===== src/sfb_pkg.sv =====
`default_nettype none

package sfb_pkg;

  // Filter shape and field widths
  localparam int TAPS           = 33;
  localparam int CHANNELS       = 4;
  localparam int SAMPLE_WIDTH   = 24;
  localparam int CHANNEL_WIDTH  = 2;
  localparam int FILTERED_WIDTH = 25;

  localparam int HALF_TAPS  = TAPS / 2;
  localparam int HIST_CELLS = TAPS - 1;
  localparam int LEAVES     = HALF_TAPS + 1;

  // Only channels reachable through the channel field get storage
  localparam int CH_STORE     = (CHANNELS < (2 ** CHANNEL_WIDTH)) ? CHANNELS
                                                                  : (2 ** CHANNEL_WIDTH);
  localparam int CH_IDX_WIDTH = (CH_STORE > 1) ? $clog2(CH_STORE) : 1;

  // Datapath widths: absolute coefficient weight is 13070 < 2**14
  localparam int COEF_WIDTH = 12;
  localparam int COEF_SUM   = 6830;
  localparam int PAIR_WIDTH = SAMPLE_WIDTH + 1;
  localparam int PROD_WIDTH = PAIR_WIDTH + COEF_WIDTH;
  localparam int ACC_WIDTH  = SAMPLE_WIDTH + 14;
  localparam int MAG_WIDTH  = ACC_WIDTH - 1;

  // Long division by the coefficient sum, DIV_BITS quotient bits per cell
  localparam int REM_WIDTH  = $clog2(COEF_SUM);
  localparam logic [REM_WIDTH:0] DIVISOR = (REM_WIDTH + 1)'(COEF_SUM);
  localparam int DIV_BITS   = 4;
  localparam int DIV_STAGES = (MAG_WIDTH + DIV_BITS - 1) / DIV_BITS;
  localparam int NQ_WIDTH   = DIV_STAGES * DIV_BITS;

  // Coefficient of leaf i: mirrored pairs first, the centre tap last
  function automatic logic signed [COEF_WIDTH-1:0] coef_tap(input int i);
    logic signed [COEF_WIDTH-1:0] c;
    case (i)
      0:       c = COEF_WIDTH'(-23);
      1:       c = COEF_WIDTH'(-16);
      2:       c = COEF_WIDTH'(-5);
      3:       c = COEF_WIDTH'(9);
      4:       c = COEF_WIDTH'(16);
      5:       c = COEF_WIDTH'(-4);
      6:       c = COEF_WIDTH'(-70);
      7:       c = COEF_WIDTH'(-184);
      8:       c = COEF_WIDTH'(-317);
      9:       c = COEF_WIDTH'(-406);
      10:      c = COEF_WIDTH'(-374);
      11:      c = COEF_WIDTH'(-161);
      12:      c = COEF_WIDTH'(241);
      13:      c = COEF_WIDTH'(770);
      14:      c = COEF_WIDTH'(1306);
      15:      c = COEF_WIDTH'(1706);
      16:      c = COEF_WIDTH'(1854);
      default: c = '0;
    endcase
    return c;
  endfunction

  // Adder tree geometry: level sizes and offsets in the flat node array
  function automatic int tree_size(input int lvl);
    return (LEAVES + (1 << lvl) - 1) >> lvl;
  endfunction

  function automatic int tree_base(input int lvl);
    int b;
    b = 0;
    for (int k = 0; k < lvl; k++) begin
      b += tree_size(k);
    end
    return b;
  endfunction

  localparam int TREE_LEVELS = $clog2(LEAVES);
  localparam int TREE_NODES  = tree_base(TREE_LEVELS + 1);

  // Sideband that follows each sample down the pipeline
  typedef struct packed {
    logic                     live;
    logic [CHANNEL_WIDTH-1:0] channel;
  } ctl_t;

  // Divider cell state
  typedef struct packed {
    logic [REM_WIDTH-1:0] rem;
    logic [NQ_WIDTH-1:0]  nq;
    logic                 neg;
    ctl_t                 ctl;
  } div_t;

endpackage

`default_nettype wire


===== src/sfb_tap_cell.sv =====
`default_nettype none

module sfb_tap_cell (
  input  logic                                    clk_i,
  input  logic                                    rst_ni,
  input  logic                                    shift_i,
  input  logic [sfb_pkg::CH_IDX_WIDTH-1:0]        chan_i,
  input  logic signed [sfb_pkg::SAMPLE_WIDTH-1:0] sample_i,
  output logic signed [sfb_pkg::SAMPLE_WIDTH-1:0] sample_o
);
  import sfb_pkg::*;

  // One delay slot per channel
  logic signed [SAMPLE_WIDTH-1:0] hist_q [CH_STORE];

  // Take the neighbor's sample for the active channel on a shift
  always_ff @(posedge clk_i or negedge rst_ni) begin
    if (!rst_ni) begin
      for (int c = 0; c < CH_STORE; c++) begin
        hist_q[c] <= '0;
      end
    end else if (shift_i) begin
      hist_q[chan_i] <= sample_i;
    end
  end

  // Hand this slot's sample to the next cell and the tree
  assign sample_o = hist_q[chan_i];

endmodule

`default_nettype wire


===== config.mk =====
export PLATFORM = sky130hd
export DESIGN_NAME = sfb_tap_cell
export DESIGN_NICKNAME = d
export VERILOG_FILES = /design/src/sfb_pkg.sv /design/src/sfb_tap_cell.sv
export SDC_FILE = /design/constraint.sdc
export NUM_CORES = 1
export LEC_CHECK = 0
export BUFFER_PORTS_ARGS = -buffer_cell sky130_fd_sc_hd__buf_2
export CAP_MARGIN = 20
export CORE_ASPECT_RATIO = 0.9
export CORE_MARGIN = 1.5
export CORE_UTILIZATION = 60
export CTS_CLUSTER_SIZE = 40
export DETAILED_ROUTE_END_ITERATION = 7
export GPL_ROUTABILITY_DRIVEN = 0
export PLACE_DENSITY = 0.82
export SETUP_SLACK_MARGIN = 0.4
export SLEW_MARGIN = 20
export SYNTH_ARGS = -nofsm -noshare
export SYNTH_HDL_FRONTEND = slang
export SYNTH_SLANG_ARGS = --single-unit

===== constraint.sdc =====
create_clock -name clk_i -period 4 [get_ports clk_i]
set_clock_uncertainty 0.2 [all_clocks]
set_input_delay 1 -clock clk_i [delete_from_list [all_inputs] [get_ports clk_i]]
set_output_delay 1 -clock clk_i [all_outputs]
set_load 0.1 [all_outputs]

Yosys cells after proc, flatten, opt, wreduce, memory -nomap -nowiden
Index checks and enable logic that the tools add are counted.
{ "word_totals": {"ff_bits": 96, "latchBits": 0, "ramBits": 0, "romBits": 0, "inputBits": 29, "out_inout_bits": 24, "elab_cells": 14, "mem_count": 0} }
{ "classes": {"addsub": 0, "multipliers": 0, "n_div": 0, "magnitude_cmp": 2, "n_eq_ne": 0, "shifts": 0, "muxes": 6, "bitwise": 1, "n_reduce_logical": 1} }
{ "ops": {"columns": ["cell", "n"], "rows": [
  ["bitwise mux 96 bit", 1],
  ["2-to-1 mux 24 bit", 3],
  ["binary-select mux 24 bit (select 2 bit)", 1],
  ["demux 24 bit (select 2 bit)", 1],
  [">= comparator 3 bit (second input constant)", 1],
  ["less-than comparator 3 x 1 -> 1 bit (second input constant)", 1],
  ["inverter 2 -> 3 bit", 1],
  ["logical AND 1 bit", 1]
]} }

Longest topological paths before layout
{ "logic_depth": {"word_depth": 6, "mapped_depth": 4, "depth_no_buf": 2} }

Worst setup path before layout
OpenSTA, ideal clock, no wires.
{ "synth_path": {"kind": "input-to-output", "startpoint": "input chan_i[0] (netlist bit)", "endpoint": "output sample_o[0] (netlist bit)", "t_arrival_ns": 2.158, "required_time_ns": 2.800, "setup_slack_ns": 0.642, "path_stages": 3, "cell_sequence": "buf_6 buf_4 mux4_2"} }
{ "synth_via": {"elab_chain_len": 4} }
{ "synth_lines": {"columns": ["item", "line_no", "source"], "rows": [
  ["from (decl)", "sfb_tap_cell.sv:7", "input logic [sfb_pkg::CH_IDX_WIDTH-1:0] chan_i,"],
  ["inverter 2 -> 3 bit (not written as such)", "sfb_tap_cell.sv:28", "assign sample_o = hist_q[chan_i];"],
  ["binary-select mux 24 bit (select 2 bit)", "sfb_tap_cell.sv:28", null],
  ["2-to-1 mux 24 bit (not written as such) (2 in a row)", "sfb_tap_cell.sv:28", null],
  ["to (decl)", "sfb_tap_cell.sv:9", "output logic signed [sfb_pkg::SAMPLE_WIDTH-1:0] sample_o"]
]} }
Every way passes these cells. The select of a mux whose other input is x is not followed.

Worst setup path after layout
{ "layout_path": {"startpoint": "input chan_i[0] (netlist bit)", "endpoint": "output sample_o[13] (netlist bit)"} }
The elaborated chain is that of the path after synthesis.

==> flow_metrics.py <==
metrics = {
    "status": {
        "status": "finished, final reports clean",
    },
    "logic_synthesis": {
        "yosysUniqueCellTypes": 12,
        "synth-seq-cells": 96,
        "syn_nets": 263,
        "syn_avg_cell_area_um2": 17.88,
        "synth_warnings": 0,
        "syn_inst": 234,
        "synthesis.area_um2": 4183,
        "ys_seq_area_frac": 0.5743,
    },
    "drt": {
        "wl_per_cell_um": 20.13,
        "via_count": 2239,
        "drt_wl_total_um": 7771,
        "first_pass_iters": 4,
        "post-route-drc-count": 0,
        "ant_nets": 0,
        "via_per_inst": 5.801,
        "first_iter_violations": 70,
    },
    "clocking": {
        "cts_root_buf": "clkbuf_8",
        "postCtsSetupRepairBufs": 0,
        "htree_levels": 3,
        "cts_tree": "done",
        "clock-sinks": 96,
        "clk_pin_slew_worst_paths_ns": 0.08,
        "clkLatencyLatePin_ns": 0.34,
        "clock_path_buffers": 2,
        "cts_buffers": 9,
    },
    "worst_setup_path": {
        "cp.required_ns": 2.80,
        "crit_fanout": 9,
        "startpoint_type": "primary input",
        "critPathArrivalTime_ns": 2.28,
        "crit_type": "primary input to primary output",
        "critPathCaptureType": "primary output",
    },
    "grt": {
        "grt_pass1_wl_um": 12840,
        "grt_pass1_vias": 2422,
        "grt_start_max_net_pins": 56,
        "antenna_found_initial": 0,
        "grtUsageTotal": 0.2303,
        "grt-ovfl-total": 0,
    },
    "timing": {
        "fin_setup_tns_ns": 0,
        "setup_viol": 0,
        "post-route-min-period_ns": 3.478,
        "worst_slew_pin_slew_ns": 0.7040,
        "final-hold-violation-count": 0,
        "clock.fmax_mhz": 287.5,
        "grt_setup_unrepaired": "no",
        "timing.final.crit_share": 0.8696,
        "max_slew_margin": 0.5306,
        "slew_violations": 0,
    },
    "layout": {
        "largest_register_ffs": 96,
        "syn2layout_area_growth_pct": 14.69,
        "drive_above_1_share": 0.6655,
        "reg_top3": "hist_q x96",
        "regMostFlops": "hist_q",
        "nNetsFinal": 320,
        "diodes": 0,
        "mostFrequentLayoutCells": "96 x dfrtp_1, 94 x mux2_2, 49 x buf_2, 24 x mux4_2, 9 x clkbuf_8",
        "final_common_cell": "dfrtp_1",
        "design_area_um2": 4797,
        "multi_input_area_um2": 1682,
        "regArea_um2": 2402,
        "fillerInstances": 423,
    },
    "pwr": {
        "power.density_nw_per_um2": 594.6,
        "worst_ir_drop_vdd_v": 0.0003129,
        "leakage_uw": 0.002097,
    },
    "floorplan": {
        "dieArea_um2": 7482,
        "start_util": 0.6284,
        "num_rows": 28,
        "boundaryPins": 53,
        "die_h_um": 82.21,
        "die_w_um": 91.01,
        "core_um2": 6656,
    },
    "placement": {
        "dp_hpwl_um": 5138,
        "placed_cell_area_um2": 4557,
        "io_buffers": 52,
    },
    "job": {
        "maxCapViolCount": 0,
    },
    "hold_path": {
        "hp-class": "register to register",
    },
}
## routing by layer
layer / share of wire / wire (µm) / GRT usage
met5: 0 / 0 / 0
met3: 0.036 / 281 / 0.05678
met2: 0.51 / 3973 / 0.3836
met1: 0.44 / 3454 / 0.3094
met4: 0.0080 / 62 / 0.06250
## worst paths after layout
path	start	to	slack, ns	cells past startpoint
hold / removal	hist_q[72]	hist_q[72]	0.29	1
hold reg to reg	hist_q[72]	hist_q[72]	0.29	1
min in group asynchronous	rst_ni	hist_q[67]	0.50	1
setup reg to reg	hist_q[6]	hist_q[6]	3.01	1
max in group asynchronous	rst_ni	hist_q[85]	2.32	2
setup / recovery	chan_i[0]	sample_o[13]	0.52	4
## logic make-up after synthesis
family / share of synthesized area
multiplexers: 0.3877
flip-flops: 0.5743
buffers and inverters: 0.02363
AND/OR/NAND/NOR: 0.01436
## power by group
group          internal, µW  switching (µW)
registers              1150            92.9
clock network           413             314
logic                   285             593
## layout make-up
cell class                      instances  share of cell area
Multi-Input combinational cell        124              0.3505
Tap cell                               90             0.02347
Clock inverter                          6             0.02243
Sequential cell                        96              0.5008
Clock buffer                           10             0.02660
Timing Repair Buffer                   60             0.07616
## critical path, stage by stage
cell and delay (ns):
clkbuf_4 0.26, buf_12 0.19, mux4_2 0.51, buf_2 0.31
## per-stage QoR
step	utilization	cells	hold slack [ns]	total power [µW]	setup slack [ns]
6_report	0.7207	386	0.2927	2852	0.5217
4_1_cts	0.7199	386	0.3035	2881	0.4078
3_3_place_gp	0.6846	370	0.2705	2118	0.4434
2_1_floorplan	-	234	0.2533	1976	0.6415
5_1_grt	0.7207	386	0.3220	2969	0.4761
3_5_place_dp	0.6846	370	0.2835	2147	0.4328
## cell usage after synthesis
master | number | area (µm²)
dfrtp_1 | 96 | 2402
mux2_2 | 94 | 1059
mux2_1 | 2 | 22.52
mux4_2 | 24 | 540.5
buf_6 | 3 | 33.78
buf_4 | 5 | 37.54
buf_1 | 2 | 7.510
nand3b_4 | 1 | 20.02
nand3b_2 | 1 | 11.26
nor3b_4 | 1 | 18.77
nand3_2 | 1 | 10.01
buf_2 | 4 | 20.02
## repair_timing
item / CTS / global route
hold buffers: 0 / 0
endpoints found under the setup margin: 0 / 24
gates resized for setup: 0 / 2
(Power assumes the default switching activity.)
