<file path="config.mk">
export PLATFORM = sky130hd
export DESIGN_NAME = sfb_div
export DESIGN_NICKNAME = d
export VERILOG_FILES = /design/src/sfb_pkg.sv /design/src/sfb_div_cell.sv /design/src/sfb_div.sv
export SDC_FILE = /design/constraint.sdc
export NUM_CORES = 1
export LEC_CHECK = 0
export BUFFER_PORTS_ARGS = -buffer_cell sky130_fd_sc_hd__buf_2
export CORE_ASPECT_RATIO = 2
export CORE_UTILIZATION = 64
export DETAILED_ROUTE_END_ITERATION = 7
export HOLD_SLACK_MARGIN = 0.1
export PLACE_DENSITY = 0.85
export SYNTH_ARGS = -nofsm -noshare
export SYNTH_HDL_FRONTEND = slang
export SYNTH_SLANG_ARGS = --single-unit
</file>
<file path="constraint.sdc">
create_clock -name clk_i -period 8.4 [get_ports clk_i]
set_clock_uncertainty 0.05 [all_clocks]
set_input_delay 0.42 -clock clk_i [delete_from_list [all_inputs] [get_ports clk_i]]
set_output_delay 0.42 -clock clk_i [all_outputs]
set_load 0.02 [all_outputs]
</file>
<file path="src/sfb_pkg.sv">
`default_nettype none

package sfb_pkg;

  // Filter shape and field widths
  localparam int TAPS           = 33;
  localparam int CHANNELS       = 4;
  localparam int SAMPLE_WIDTH   = 24;
  localparam int CHANNEL_WIDTH  = 2;
  localparam int FILTERED_WIDTH = 25;

  localparam int HALF_TAPS  = TAPS / 2;
  localparam int HIST_CELLS = TAPS - 1;
  localparam int LEAVES     = HALF_TAPS + 1;

  // Only channels reachable through the channel field get storage
  localparam int CH_STORE     = (CHANNELS < (2 ** CHANNEL_WIDTH)) ? CHANNELS
                                                                  : (2 ** CHANNEL_WIDTH);
  localparam int CH_IDX_WIDTH = (CH_STORE > 1) ? $clog2(CH_STORE) : 1;

  // Datapath widths: absolute coefficient weight is 13070 < 2**14
  localparam int COEF_WIDTH = 12;
  localparam int COEF_SUM   = 6830;
  localparam int PAIR_WIDTH = SAMPLE_WIDTH + 1;
  localparam int PROD_WIDTH = PAIR_WIDTH + COEF_WIDTH;
  localparam int ACC_WIDTH  = SAMPLE_WIDTH + 14;
  localparam int MAG_WIDTH  = ACC_WIDTH - 1;

  // Long division by the coefficient sum, DIV_BITS quotient bits per cell
  localparam int REM_WIDTH  = $clog2(COEF_SUM);
  localparam logic [REM_WIDTH:0] DIVISOR = (REM_WIDTH + 1)'(COEF_SUM);
  localparam int DIV_BITS   = 4;
  localparam int DIV_STAGES = (MAG_WIDTH + DIV_BITS - 1) / DIV_BITS;
  localparam int NQ_WIDTH   = DIV_STAGES * DIV_BITS;

  // Coefficient of leaf i: mirrored pairs first, the centre tap last
  function automatic logic signed [COEF_WIDTH-1:0] coef_tap(input int i);
    logic signed [COEF_WIDTH-1:0] c;
    case (i)
      0:       c = COEF_WIDTH'(-23);
      1:       c = COEF_WIDTH'(-16);
      2:       c = COEF_WIDTH'(-5);
      3:       c = COEF_WIDTH'(9);
      4:       c = COEF_WIDTH'(16);
      5:       c = COEF_WIDTH'(-4);
      6:       c = COEF_WIDTH'(-70);
      7:       c = COEF_WIDTH'(-184);
      8:       c = COEF_WIDTH'(-317);
      9:       c = COEF_WIDTH'(-406);
      10:      c = COEF_WIDTH'(-374);
      11:      c = COEF_WIDTH'(-161);
      12:      c = COEF_WIDTH'(241);
      13:      c = COEF_WIDTH'(770);
      14:      c = COEF_WIDTH'(1306);
      15:      c = COEF_WIDTH'(1706);
      16:      c = COEF_WIDTH'(1854);
      default: c = '0;
    endcase
    return c;
  endfunction

  // Adder tree geometry: level sizes and offsets in the flat node array
  function automatic int tree_size(input int lvl);
    return (LEAVES + (1 << lvl) - 1) >> lvl;
  endfunction

  function automatic int tree_base(input int lvl);
    int b;
    b = 0;
    for (int k = 0; k < lvl; k++) begin
      b += tree_size(k);
    end
    return b;
  endfunction

  localparam int TREE_LEVELS = $clog2(LEAVES);
  localparam int TREE_NODES  = tree_base(TREE_LEVELS + 1);

  // Sideband that follows each sample down the pipeline
  typedef struct packed {
    logic                     live;
    logic [CHANNEL_WIDTH-1:0] channel;
  } ctl_t;

  // Divider cell state
  typedef struct packed {
    logic [REM_WIDTH-1:0] rem;
    logic [NQ_WIDTH-1:0]  nq;
    logic                 neg;
    ctl_t                 ctl;
  } div_t;

endpackage

`default_nettype wire

</file>
<file path="src/sfb_div_cell.sv">
`default_nettype none

module sfb_div_cell (
  input  logic          clk_i,
  input  logic          load_i,
  input  sfb_pkg::div_t cell_i,
  output sfb_pkg::div_t cell_o
);
  import sfb_pkg::*;

  div_t               step;
  logic [REM_WIDTH:0] trial;

  // Restoring division, DIV_BITS quotient bits; quotient bits shift in
  // behind the dividend bits as they are consumed
  always_comb begin
    step  = cell_i;
    trial = '0;
    for (int k = 0; k < DIV_BITS; k++) begin
      trial   = {step.rem, step.nq[NQ_WIDTH-1]};
      step.nq = {step.nq[NQ_WIDTH-2:0], 1'b0};
      if (trial >= DIVISOR) begin
        step.rem   = REM_WIDTH'(trial - DIVISOR);
        step.nq[0] = 1'b1;
      end else begin
        step.rem = trial[REM_WIDTH-1:0];
      end
    end
  end

  always_ff @(posedge clk_i) begin
    if (load_i) begin
      cell_o <= step;
    end
  end

endmodule

`default_nettype wire

</file>
<file path="src/sfb_div.sv">
`default_nettype none

module sfb_div (
  input  logic                                      clk_i,
  input  logic                                      rst_ni,
  input  logic                                      valid_i,
  output logic                                      ready_o,
  input  logic signed [sfb_pkg::ACC_WIDTH-1:0]      sum_i,
  input  sfb_pkg::ctl_t                             ctl_i,
  output logic                                      valid_o,
  input  logic                                      ready_i,
  output logic signed [sfb_pkg::FILTERED_WIDTH-1:0] filtered_o,
  output logic [sfb_pkg::CHANNEL_WIDTH-1:0]         channel_o
);
  import sfb_pkg::*;

  // Sign split, DIV_STAGES division cells, then the output register
  localparam int NumStages = DIV_STAGES + 2;

  logic [NumStages-1:0]             stage_en;
  logic [NumStages-1:0]             valid_q;
  div_t                             cell_q [DIV_STAGES+1];
  div_t                             head;
  logic                             sum_neg;
  logic [MAG_WIDTH-1:0]             mag_full;
  logic [FILTERED_WIDTH-1:0]        quot;
  logic signed [FILTERED_WIDTH-1:0] filtered_d;
  logic signed [FILTERED_WIDTH-1:0] filtered_q;
  logic [CHANNEL_WIDTH-1:0]         channel_q;

  // Stage enables
  always_comb begin
    stage_en[NumStages-1] = !valid_q[NumStages-1] || ready_i;
    for (int s = NumStages - 2; s >= 0; s--) begin
      stage_en[s] = !valid_q[s] || stage_en[s+1];
    end
  end

  assign ready_o    = stage_en[0];
  assign valid_o    = valid_q[NumStages-1];
  assign filtered_o = filtered_q;
  assign channel_o  = channel_q;

  always_ff @(posedge clk_i or negedge rst_ni) begin
    if (!rst_ni) begin
      valid_q <= '0;
    end else begin
      if (stage_en[0]) begin
        valid_q[0] <= valid_i;
      end
      for (int s = 1; s < NumStages; s++) begin
        if (stage_en[s]) begin
          valid_q[s] <= valid_q[s-1];
        end
      end
    end
  end

  // Divide the magnitude so the quotient truncates toward zero
  assign sum_neg  = sum_i[ACC_WIDTH-1];
  assign mag_full = MAG_WIDTH'(sum_neg ? $unsigned(-sum_i) : $unsigned(sum_i));

  always_comb begin
    head.rem = '0;
    head.nq  = NQ_WIDTH'(mag_full);
    head.neg = sum_neg;
    head.ctl = ctl_i;
  end

  always_ff @(posedge clk_i) begin
    if (stage_en[0]) begin
      cell_q[0] <= head;
    end
  end

  // Chain of division cells
  for (genvar k = 0; k < DIV_STAGES; k++) begin : g_cell
    sfb_div_cell u_cell (
      .clk_i  (clk_i),
      .load_i (stage_en[k+1]),
      .cell_i (cell_q[k]),
      .cell_o (cell_q[k+1])
    );
  end

  // Restore the sign; an absent channel reads as zero
  assign quot = FILTERED_WIDTH'(cell_q[DIV_STAGES].nq);

  always_comb begin
    if (!cell_q[DIV_STAGES].ctl.live) begin
      filtered_d = '0;
    end else if (cell_q[DIV_STAGES].neg) begin
      filtered_d = $signed(-quot);
    end else begin
      filtered_d = $signed(quot);
    end
  end

  // Output register
  always_ff @(posedge clk_i) begin
    if (stage_en[NumStages-1]) begin
      filtered_q <= filtered_d;
      channel_q  <= cell_q[DIV_STAGES].ctl.channel;
    end
  end

endmodule

`default_nettype wire

</file>
## Yosys cells after proc, flatten, opt, wreduce, memory -nomap -nowiden

Index checks and enable logic that the tools add are counted.

- Output and inout bits: 29
- Flip-flop bits (word level): 595

- Mux-type cells: 75
- $lt $le $gt $ge: 37
- Add/sub/neg operators: 38
- Reduce and logical (&&, ||, !) cells: 24

Operator list:

| operator | count |
|---|---|
| >= comparator 14 x 13 -> 1 bit (second input constant) | 36 |
| 2-to-1 mux 13 bit | 35 |
| subtractor 13 bit (second input constant) | 35 |
| 2-to-1 mux 1 bit | 38 |
| 2-to-1 mux 37 bit | 1 |
| negation 37 bit | 1 |
| 2-to-1 mux 25 bit | 1 |
| negation 25 bit | 1 |
| >= comparator 1 x 13 -> 1 bit (second input constant) | 1 |
| subtractor 1 x 13 -> 13 bit (second input constant) | 1 |
| zero test 1 bit | 12 |
| logical OR 1 bit | 12 |

## Depth between registers and ports, before layout

- Word-level depth: 13
- Depth in mapped cells: 26

## By module

A second synthesis with hierarchy kept.

- Cell total of the unflattened synthesis: 4883
- Area, all modules: 50856.3 µm²

By module, submodules not included:

| module | instances | cells an instance | seq. area each (µm²) | area each (µm²) |
|---|---|---|---|---|
| sfb_div_cell at g_cell[0].u_cell ... | 7 | 498 | 1711.6 | 4997.3 |
| sfb_div_cell at g_cell[3].u_cell ... | 3 | 359 | 1711.6 | 3950.0 |
| sfb_div | 1 | 320 | 2342.2 | 4025.1 |

## Worst setup path before layout

OpenSTA, ideal clock, no wires.

- Kind: reg-to-reg
- From: register valid_q[11]
- To: register cell_q[570] (netlist name) (enable)
- Path buffers: 0
- Arrival: 6.402 ns
- Data required time: 7.652 ns
- Period minus slack after synthesis: 7.150 ns
- Cell stages (with the launch flop): 9
- Path slack: 1.250 ns
- Path through: dfrtp_1 nor2b_1 nand3_1 nor2_1 nand3_1 nor2_1 nand3_1 nor2_1 nand3_1

- Word-level cells in the longest chain between the ends: 13

RTL lines:

| element | RTL line | source |
|---|---|---|
| start, declared | sfb_div.sv:21 | `logic [NumStages-1:0] valid_q;` |
| start signal, assigned by index | sfb_div.sv:53 | `valid_q[s] <= valid_q[s-1];` |
| zero test 1 bit | sfb_div.sv:33 | `stage_en[NumStages-1] = !valid_q[NumStages-1] \|\| ready_i;` |
| logical OR 1 bit | sfb_div.sv:33 |  |
| logical OR 1 bit (2 in series) | sfb_div.sv:35 | `stage_en[s] = !valid_q[s] \|\| stage_en[s+1];` |
| net g_cell[8].u_cell.load_i | sfb_div_cell.sv:5 | `input logic load_i,` |
| logical OR 1 bit (3 in series) | sfb_div.sv:35 |  |
| net g_cell[5].u_cell.load_i | sfb_div_cell.sv:5 |  |
| logical OR 1 bit (3 in series) | sfb_div.sv:35 |  |
| net g_cell[2].u_cell.load_i | sfb_div_cell.sv:5 |  |
| logical OR 1 bit (3 in series) | sfb_div.sv:35 |  |
| net ready_o | sfb_div.sv:7 | `output logic ready_o,` |
| end, declared | sfb_div.sv:22 | `div_t cell_q [DIV_STAGES+1];` |

The timed path passes the listed nets, and every way through them passes these cells.
A chain may end at the register's enable or synchronous reset.

==> results.ini <==
[floorplanning]
io_pins=74
design.die.area_um2=44900
initial_core_util_pct=64.9
core-area_um2=43400
num_rows=108
die_y_um=299
fp.dieW_um=150

[route]
drt_pre_antenna_iters=8
dr_total_vias=21286
drt_iter0_drc=1370
drt_wl_total_mm=68.1
route.detailed.drc=2
vias_per_cell=6.68
avgRoutedWirePerCell_um=21.4
drtAntennaViolNets=0

[synthesis]
avgSynthCellArea_um2=11.0
seq_area_frac_synth_pct=50.4
ys_async_sr_fraction_pct=2.53
ys_ff_latch=474
synth_enable_flop_cells=462
yosysWarnings=0
synth_cells=2559
synth_top_area_share_pct=49.3
post-synth-top-count-cell=edfxtp_1
synthFlopType=edfxtp_1
yosysTopAreaCell=edfxtp_1
synth_top_cells_by_count=edfxtp_1 (462), xnor2_1 (206), nand2_1 (199), a21oi_1 (146), o21ai_0 (145)
synthTopCellsByArea=edfxtp_1 (49%), xnor2_1 (6.4%), nand2_1 (2.7%)
yosysUniqueCellTypes=128
synth_area_um2=28100
synth_nets=2630

[critical_path]
arrival_ps=7310
worstSetupStartpointType=register
cp_max_fo=12
r2r-start=g_cell[3].u_cell.cell_o[51]$_DFFE_PP_
crit_type=register to register
cp-end-kind=register
crit_required_ps=8650
cp-startpoint=g_cell[3].u_cell.cell_o[51]$_DFFE_PP_

[layout]
diodes=0
fin_nets=2678
drive_gt1_share_pct=12.1
fin_area_um2=30400
area_growth_pct=7.93

[clock_tree]
clkTransAtPathRegs_ps=70
cts_sinks=474
clockBufferDepth=3
root_buffer=clkbuf_16
numCtsBuffers=40
tritoncts=built
htreeDepth=2
worstSkewPairLatency_ps=580
post-cts-setup-buffers=0

[timing]
setup-tns-final_ps=0
slew-limit-headroom_pct=22.8
finalSetupViolations=0
min_period_ps=7060
whs_ps=135
finalHoldViolations=0
slew_violations=0
worst_slack_ps=1340
tightest_slew_ps=1150
rsz0062_at_grt=false
fmax_ghz=0.142
min_period_over_period_pct=84.0

[placement]
preCtsSetupSlack_ps=1590
gp_congestion=1.01
portBuffers=73
dp_hpwl_mm=50.3
postPlaceCellArea_um2=28800

[global_routing]
overflow=0
grt_use_total_pct=31.0
grt_max_degree=44
grt_pass1_wl_mm=108
antenna_found_initial=0
first_global_vias=21607

[outcome]
violations=DRC
status=finished, violations left

[hold_path]
min-delay-path-class=input pin to register
hp-start=sum_i[12]

[job]
drv_cap=0

==> metrics by stage <==
| stage | util [%] | instances |
|---|---|---|
| floorplan | - | 2559 |
| global placement | 66.5 | 3100 |
| detailed placement | 66.5 | 3100 |
| CTS | 70.0 | 3188 |
| global route | 70.0 | 3188 |
| finish | 70.0 | 3188 |
==> worst max-delay path, stage by stage (launching register included) <==
cell	delay, ps
edfxtp_1	790
a21oi_2	230
a21oi_1	750
o31ai_1	190
xnor2_1	920
and3_1	340
and4_1	260
nor3_2	50
buf_4	230
o31ai_1	680
o21ai_1	390
o2111a_1	220
nor3_1	460
a21oi_1	100
o21bai_1	270
a311oi_1	130
nor2_1	220
inv_2	140
mux2_1	320
==> cell families after synthesis <==
logic type / after synthesis / synth area share (%)
AOI/OAI and AO/OA: 784 / 20.0
xor gates and xnor gates: 273 / 8.63
adders and majority gates: 26 / 1.16
buffers and inverters: 168 / 2.70
DFF: 474 / 50.4
muxes: 67 / 2.55
and+or+nand+nor: 767 / 14.6
==> cell type report <==
cell class                 count  area, µm²
sequential                   474      14200
inverter                      72        280
clock inverter                26        345
fill                        3099      13000
clock buffer                  47       1040
tap                          550        688
timing repair buffer         102        621
multi-input combinational   1917      13200
==> layer usage <==
metal,wire length (µm),track usage (%),vias up
met5,0,0,-
met4,5030,22.3,0
met3,3060,3.83,338
met2,37300,58.5,971
met1,22700,30.2,10050
li1,-,-,9927
==> state kept, by name, summed over array words and instances (netlist names) <==
register / cells
g_cell.u_cell.cell_o: 395
channel_o: 2
filtered_o: 25
valid_q: 12
cell_q: 40
==> layout by cell type, fill, tap and decap left out, types with 14 or more instances in the layout <==
master and instances:
o22ai_1 22, ha_1 26, inv_1 60, and3_1 18, clkbuf_16 40, a31oi_1 46, o21a_1 28, nand4_1 21
nor2b_1 15, nand3_1 75, o41ai_1 15, nor3_1 54, or3_1 27, xor2_1 62, or4_1 18, a21o_1 50
a21oi_1 146, nand2b_1 29, o31ai_1 38, mux2_2 27, or2_2 20, and2_1 59, o211ai_1 36, o21ai_1 20
buf_4 14, o21ai_0 144, dlygate4sd3_1 15, xnor2_1 206, buf_2 73, nor2_1 130, mux2i_1 36, edfxtp_1 462
nand3b_1 17, nand2_1 199
==> final timing paths <==
check | endpoint | slack [ps] | cells after the start
hold reg to reg | g_cell[1].u_cell.cell_o[29]$_DFFE_PP_ | 350 | 0
setup / recovery | g_cell[4].u_cell.cell_o[46]$_DFFE_PP_ | 1340 | 18
max in group asynchronous | valid_q[6]$_DFFE_PN0P_ | 7610 | 2
setup reg to reg | g_cell[4].u_cell.cell_o[46]$_DFFE_PP_ | 1340 | 18
hold / removal | cell_q[586]$_DFFE_PP_ | 140 | 2
min in group asynchronous | valid_q[11]$_DFFE_PN0P_ | 310 | 2
==> what timing repair did <==
action | in CTS | in global routing
hold buffers | 15 | 0
endpoints found under the setup margin | 0 | 0
gates resized for setup | 0 | 0
endpoints found under the hold margin | 26 | 0
Power is not shown: default switching activity piles up to over one toggle a cycle in this logic, so the estimate is an artifact.
